===== src/sv/ece_pkg.sv =====
package ece_pkg;

  localparam int FRAC_BITS = 15;
  localparam int VW = 16;
  localparam logic [VW-1:0] ONE = VW'(1 << FRAC_BITS);

  localparam logic [1:0] MODE_SLOW_OUT = 2'd0;
  localparam logic [1:0] MODE_SLOW_IN  = 2'd1;

  localparam logic [2:0] REG_CURVE_MODE = 3'd0;
  localparam logic [2:0] REG_POINT1_X   = 3'd1;
  localparam logic [2:0] REG_POINT1_Y   = 3'd2;
  localparam logic [2:0] REG_POINT2_X   = 3'd3;
  localparam logic [2:0] REG_POINT2_Y   = 3'd4;
  localparam logic [2:0] REG_POINT3_X   = 3'd5;
  localparam logic [2:0] REG_POINT3_Y   = 3'd6;
  localparam logic [2:0] REG_POINT4_Y   = 3'd7;

  // Quotient bits: numerator < 2^16, shifted by FRAC_BITS.
  localparam int QW = VW + FRAC_BITS;

  // Classified item that travels from front to back.
  typedef struct packed {
    logic [VW-1:0] num;
    logic [VW-1:0] den;
    logic          zero;
    logic          quad;
    logic [VW-1:0] ya;
    logic [VW-1:0] yb;
    logic [VW-1:0] yc;
    logic [1:0]    seg;
  } job_t;

  typedef struct packed {
    logic [VW-1:0] eased_value;
    logic [1:0]    segment;
  } res_t;

endpackage


===== src/sv/ece_fifo.sv =====
module ece_fifo
  import ece_pkg::*;
(
  input  logic clk,
  input  logic rst_n,
  input  logic w_valid,
  input  job_t w_data,
  output logic w_ready,
  output logic r_valid,
  output job_t r_data,
  input  logic r_ready
);

  // Two-entry queue, registers only
  job_t       mem_r [2];
  logic       wp_r, rp_r;
  logic [1:0] cnt_r;
  logic       wr, rd;

  assign w_ready = cnt_r != 2'd2;
  assign r_valid = cnt_r != 2'd0;
  assign r_data  = mem_r[rp_r];
  assign wr = w_valid && w_ready;
  assign rd = r_valid && r_ready;

  always_ff @(posedge clk) begin
    if (!rst_n) begin
      wp_r <= 1'b0; rp_r <= 1'b0; cnt_r <= 2'd0;
    end else begin
      if (wr) wp_r <= !wp_r;
      if (rd) rp_r <= !rp_r;
      cnt_r <= cnt_r + {1'b0, wr} - {1'b0, rd};
    end
  end

  always_ff @(posedge clk) begin
    if (wr) mem_r[wp_r] <= w_data;
  end

endmodule


===== config.mk =====
export PLATFORM = sky130hd
export DESIGN_NAME = ece_fifo
export DESIGN_NICKNAME = d
export VERILOG_FILES = /design/src/sv/ece_pkg.sv /design/src/sv/ece_fifo.sv
export SDC_FILE = /design/constraint.sdc
export NUM_CORES = 1
export LEC_CHECK = 0
export BUFFER_PORTS_ARGS = -buffer_cell sky130_fd_sc_hd__buf_4
export CORE_ASPECT_RATIO = 0.75
export CORE_MARGIN = 1.5
export CORE_UTILIZATION = 45
export CTS_BUF_LIST = sky130_fd_sc_hd__clkbuf_8 sky130_fd_sc_hd__clkbuf_16
export CTS_CLUSTER_SIZE = 8
export DETAILED_ROUTE_END_ITERATION = 6
export PLACE_DENSITY = 0.71
export SYNTH_ARGS = -nofsm -noshare
export SYNTH_HDL_FRONTEND = slang
export SYNTH_SLANG_ARGS = --single-unit
export TNS_END_PERCENT = 5

===== constraint.sdc =====
create_clock -name clk -period 3.6 [get_ports clk]
set_input_delay 0.18 -clock clk [delete_from_list [all_inputs] [get_ports clk]]
set_output_delay 0.18 -clock clk [all_outputs]
set_load 0.05 [all_outputs]

==> key figures, run 1 <==
Power and ir drop
  • Final Power: 6340 uW
  • Switching pwr: 2090 uW
  • Int Pwr: 4250 uW
  • Comb pwr share: 0.298
  • Pwr dens: 681 nW/um2
  • Sequential share of power: 0.403
  • Max VDD drop: 0.550 mV
  • Clock network power share: 0.299
  • P_leak: 0.00353 uW
  • Switching Share: 0.329

Logic synthesis
  • Ranking of synthesized cells by area: edfxtp_1 79%, mux2_1 13%, mux2_2 1.8%
  • YS warnings: 0
  • #FFs+latches synth: 173
  • Post-synth cell types: 27
  • Syn avg cell area: 21.8 um2
  • Syn_nets: 380
  • Sequential cell area fraction in the yosys report: 0.811
  • Post-synth top area cell: edfxtp_1
  • Mapped Cells: 291
  • Post-Syn Area: 6350 um2
  • Synth top area share: 0.795

STA
  • Setup_tns: 0 ns
  • Layout Skew: 0.0140 ns
  • Final hold vios: 0
  • Crit path time final: 2.38 ns
  • # setup viols final: 0
  • Tightest Pin Transition: 0.831 ns
  • RSZ-0062 raised after global routing: no
  • Worst slew margin: 0.446
  • Fmax achieved: 420 MHz
  • Fin crit share: 0.662
  • Final Max Tran Viols: 0
  • Final setup margin: 1.22 ns

Global routing
  • Number of global-route vias before repair: 3863
  • Largest net degree at the start of global routing: 59
  • Met3 usage: 0.0654
  • First-pass GRT wire length: 19900 um
  • Gr ovfl total: 0
  • Tot GR Track Use: 0.181
  • Grt met1 use: 0.221
  • Top Usage Layer GRT: met2
  • Initial antenna violation count: 0
  • Met2 usage: 0.303

Cells and area
  • Share of layout cells above drive strength 1: 0.389
  • Final Net Count: 653
  • N_diodes: 0
  • Final Cell Area: 9310 um2
  • P&R area growth vs syn: 46.7%
  • Fill count: 887

Detailed routing
  • DR vias: 3562
  • Drt drc: 0
  • Via/cell ratio: 4.74
  • Wirelength per Cell: 16.8 um
  • Routed wire length: 12600 um
  • Final ANT Viol Nets: 0
  • DRT Pass-1 Iters: 4
  • Iteration-0 DRC Markers: 98

Clock network
  • Clk slew on worst S/H paths: 0.06 ns
  • CTS resizes: 0
  • Post-CTS setup buffer count: 0
  • Num CTS Buffers: 17
  • Total clock sinks: 173
  • Hold-fix buffers at CTS: 85
  • H-tree depth: 4
  • CTS root buffer: clkbuf_16
  • CTS tree: done
  • Deepest clock path buffer count: 2
  • Worst-Skew Late Latency: 0.42 ns

Worst setup path
  • Crit. End Element: output pin
  • CP startpoint kind: register
  • WS Path Type: reg -> out
  • CP arrival: 2.20 ns
  • R2R depth: 3
  • R2r endpoint: mem_r[1][3]
  • Required time worst endpoint: 3.42 ns
  • FF-to-FF Start: cnt_r[0]
  • R2R Setup Slk: 1.49 ns
  • Max FO, Critical Path: 50

Placed design
  • Routability cong.: 0.728
  • Place WS: 1.45 ns
  • Post-DP HPWL: 7330 um
  • Port-buffer cells: 173
  • Cell Area, Placed: 7840 um2

Die
  • # rows: 37
  • Initial Utilization: 0.462
  • Die Wd: 140 um
  • Area of the die: 14800 um2
  • I/O Pins: 174
  • Core ar.: 13700 um2
  • Chip Height: 106 um

Hold path
  • Hold EP: wp_r
  • Hold-critical path depth: 3
  • Tightest Hold Check Type: in -> reg
  • Min-delay src: w_valid

Flow run
  • Max cap viols: 0

Outcome
  • Status: complete, no violations
## per-layer routing
| metal | wire length [um] | up-vias |
|---|---|---|
| li1 | - | 1697 |
| met1 | 5410 | 1732 |
| met2 | 6250 | 121 |
| met3 | 859 | 12 |
| met4 | 124 | 0 |
| met5 | 0 | - |
## kinds of logic after synthesis
kind of cell	count (synthesis)	share of synthesized area
muxes	84	0.149
xor gates and xnor gates	1	0.00138
and+or+nand+nor	15	0.0154
DFF	173	0.811
adders and majority gates	1	0.00197
buffers and inverters	11	0.0146
AOI/OAI and AO/OA	6	0.00690
## worst max-delay path, stage by stage, from the launching register on
cell     delay [ns]
dfxtp_4        0.81
buf_4          0.40
mux2_1         0.38
buf_4          0.20
## power groups by stage
stage	logic, uW	clock network, uW	registers (uW)
final	1890	1900	2560
after global routing	1970	2020	2590
after CTS	1900	1920	2560
after detailed placement	1810	0	2600
after global placement	1810	0	2590
after floorplan	1350	0	2530
## layout make-up
cell class              instances  area (um2)  share of cell area
flip-flops and latches        173        5150               0.553
repair buffers                263        2200               0.236
multi-input cells             107        1110               0.120
clock buffers                  17         425              0.0457
well taps                     175         219              0.0235
clock inverters                14         193              0.0207
inverters                       2        8.76            0.000941
## registers in the layout (all words and copies together) (netlist names), named ones only
register  cells
wp_r          1
rp_r          1
cnt_r         2
mem_r       168
## per-stage QoR
stage | util | hold WS, ns | cells
detailed placement | 0.570 | 0.368 | 635
global placement | 0.570 | 0.365 | 635
CTS | 0.677 | 0.104 | 751
floorplan | - | 0.279 | 291
global route | 0.677 | 0.116 | 751
finish | 0.677 | 0.126 | 751
## cell usage in the layout, fill, tap and decap left out, drive strengths merged, types with 2 or more instances in the layout
| master | count |
|---|---|
| buf | 178 |
| edfxtp | 168 |
| dlygate4sd3 | 85 |
| mux2 | 84 |
| clkbuf | 17 |
| clkinv | 6 |
| dfxtp | 5 |
| nor2 | 4 |
| bufinv | 4 |
| inv | 4 |
| clkinvlp | 2 |
| o21ai | 2 |
| and3 | 2 |
## cells in the mapped netlist (all sizes together)
cell,n
a21bo,1
a21oi,1
and2,1
and3,2
buf,9
dfxtp,5
edfxtp,168
ha,1
inv,2
mux2,84
nand2b,1
nand3,1
nand3b,1
nor2,4
nor2b,1
nor3,1
nor4,1
nor4bb,1
o21ai,2
o21ba,1
o31a,1
or2,1
xor2,1
## worst max-delay path by stage
stage / cells after the start / slack [ns] / to
finish: 3 / 1.22 / r_data[66]
global placement: 3 / 1.55 / mem_r[1][21]
detailed placement: 3 / 1.45 / mem_r[1][60]
floorplan: 2 / 0.16 / mem_r[1][0]
CTS: 3 / 1.16 / r_data[66]
global route: 3 / 1.07 / r_data[41]
No activity file was read; power rests on OpenSTA's default activity.
==> run 2, diff against run 1 <==
clock period = 2.2 ns   (was 3.6 ns; I/O delays follow)
==> run 2 against run 1 <==
Register-to-register slack worse by 0.91 ns. Sequential power up 61%. First-iteration DRC count up 72%. Worst setup slack worse by 1.0 ns. Critical endpoint is now r_data[35]. Largest cell class unchanged.
==> key figures, run 2 (synthesized netlist as in run 1, its figures left out) <==
Outcome
  • Status: complete, no violations

Worst setup path
  • Crit path cell chain: buf_12 -> mux2_1 -> buf_4
  • CP arrival: 1.90 ns
  • WS Path Type: reg -> out
  • Slowest CP cell: dfxtp_4
  • R2R Setup Slk: 0.58 ns
  • Crit. End Element: output pin
  • Required time worst endpoint: 2.09 ns
  • Max FO, Critical Path: 43
  • Max stage delay on crit path: 0.56 ns
  • CP startpoint kind: register

Clock network
  • CTS tree: done
  • Worst-Skew Late Latency: 0.42 ns
  • Total clock sinks: 173
  • CTS root buffer: clkbuf_16
  • Num CTS Buffers: 17
  • Deepest clock path buffer count: 2
  • CTS resizes: 0
  • Clk slew on worst S/H paths: 0.06 ns
  • H-tree depth: 4

Cells and area
  • Most frequent cells in the layout: 177 x buf_4, 168 x edfxtp_1, 85 x dlygate4sd3_1
  • Final Cell Area: 9320 um2
  • N_diodes: 0
  • Fill count: 898
  • Commonest non-fill, non-tap cell in the layout: buf_4
  • Top Registers: mem_r: 168 flops, cnt_r: 2 flops
  • Final Net Count: 655
  • Top reg by flops: mem_r
  • Max reg flops: 168
  • Share of layout cells above drive strength 1: 0.393
  • P&R area growth vs syn: 46.9%
  • Finished Layout Cells: 753

Detailed routing
  • Drt drc: 0
  • Final ANT Viol Nets: 0
  • DRT Pass-1 Iters: 4
  • Iteration-0 DRC Markers: 169
  • Routed wire length: 12300 um
  • Via/cell ratio: 4.70
  • Wirelength per Cell: 16.4 um
  • DR vias: 3536

Placed design
  • Post-DP HPWL: 7310 um
  • Cell Area, Placed: 7890 um2
  • Routability cong.: 0.701
  • Port-buffer cells: 173
  • Placed instance count: 637

Power and ir drop
  • Switching Share: 0.330
  • Comb pwr share: 0.311
  • Sequential share of power: 0.404
  • Clock network power share: 0.285
  • P_leak: 0.00354 uW
  • Switching pwr: 3370 uW
  • Max VDD drop: 0.604 mV
  • Pwr dens: 1100 nW/um2
  • Int Pwr: 6850 uW

STA
  • Crit path time final: 2.01 ns
  • # setup viols final: 0
  • Fmax achieved: 497 MHz
  • Final hold vios: 0
  • Tightest Pin Transition: 0.508 ns
  • Worst slew margin: 0.661
  • Layout Skew: 0.00460 ns
  • Fin crit share: 0.915
  • Final Max Tran Viols: 0
  • RSZ-0062 raised after global routing: no

Die
  • Core ar.: 13700 um2
  • I/O Pins: 174
  • # rows: 37
  • Die Wd: 140 um
  • Area of the die: 14800 um2
  • Chip Height: 106 um
  • Initial Utilization: 0.462

Global routing
  • Tot GR Track Use: 0.172
  • Initial antenna violation count: 0
  • Largest net degree at the start of global routing: 49
  • Number of global-route vias before repair: 3776
  • First-pass GRT wire length: 18900 um
  • Gr ovfl total: 0

Flow run
  • Max cap viols: 0

Hold path
  • Tightest Hold Check Type: in -> reg
run 2: critical path, delay by kind of cell, from the launching register on:
kind / cells / cell delay (ns)
flip-flops: 1 / 0.56
multiplexers: 1 / 0.38
buffers and inverters: 2 / 0.49
run 2: what timing repair did:
| action | CTS | global route |
|---|---|---|
| endpoints found under the hold margin | 172 | 0 |
| endpoints found under the setup margin | 0 | 0 |
| hold buffers | 85 | 0 |
| setup buffers | 0 | 0 |
run 2: final timing paths:
kind / startpoint / depth (start not counted) / endpoint
worst min-delay path: w_valid / 3 / wp_r
worst max-delay path: register / 3 / r_data[35]
worst min register to register: rp_r / 2 / register
worst max register to register: cnt_r[0] / 4 / mem_r[0][40]
run 2: metrics by stage:
step / hold slack, ns / setup slack, ns / total power [uW] / setup TNS (ns) / util
after global routing: 0.0371 / 0.0956 / 10600 / 0 / 0.678
after global placement: 0.295 / 0.610 / 7240 / 0 / 0.574
after CTS: 0.0192 / 0.155 / 10300 / 0 / 0.678
after detailed placement: 0.297 / 0.553 / 7270 / 0 / 0.574
after floorplan: 0.209 / -0.161 / 6360 / -13.52 / -
final: 0.0406 / 0.188 / 10200 / 0 / 0.678
run 2: cell type report:
cell class              count  area (um2)  share of cell area
clock buffers              17         425              0.0456
inverters                   2        11.3             0.00121
flip-flops and latches    173        5150               0.553
clock inverters            14         154              0.0165
multi-input cells         107        1120               0.120
well taps                 175         219              0.0235
repair buffers            265        2240               0.240
run 2: metal layers:
metal	wire [um]	track usage	up-vias
met4	112	0.0692	0
li1	-	-	1699
met1	5420	0.214	1703
met2	5980	0.276	123
met5	0	0	-
met3	834	0.0618	11
run 2: power groups by stage:
stage / clock network, uW / registers (uW) / logic [uW]
3_5_place_dp: 0 / 4210 / 3070
3_3_place_gp: 0 / 4190 / 3050
4_1_cts: 2980 / 4140 / 3200
2_1_floorplan: 0 / 4140 / 2220
6_report: 2910 / 4130 / 3180
5_1_grt: 3110 / 4170 / 3320
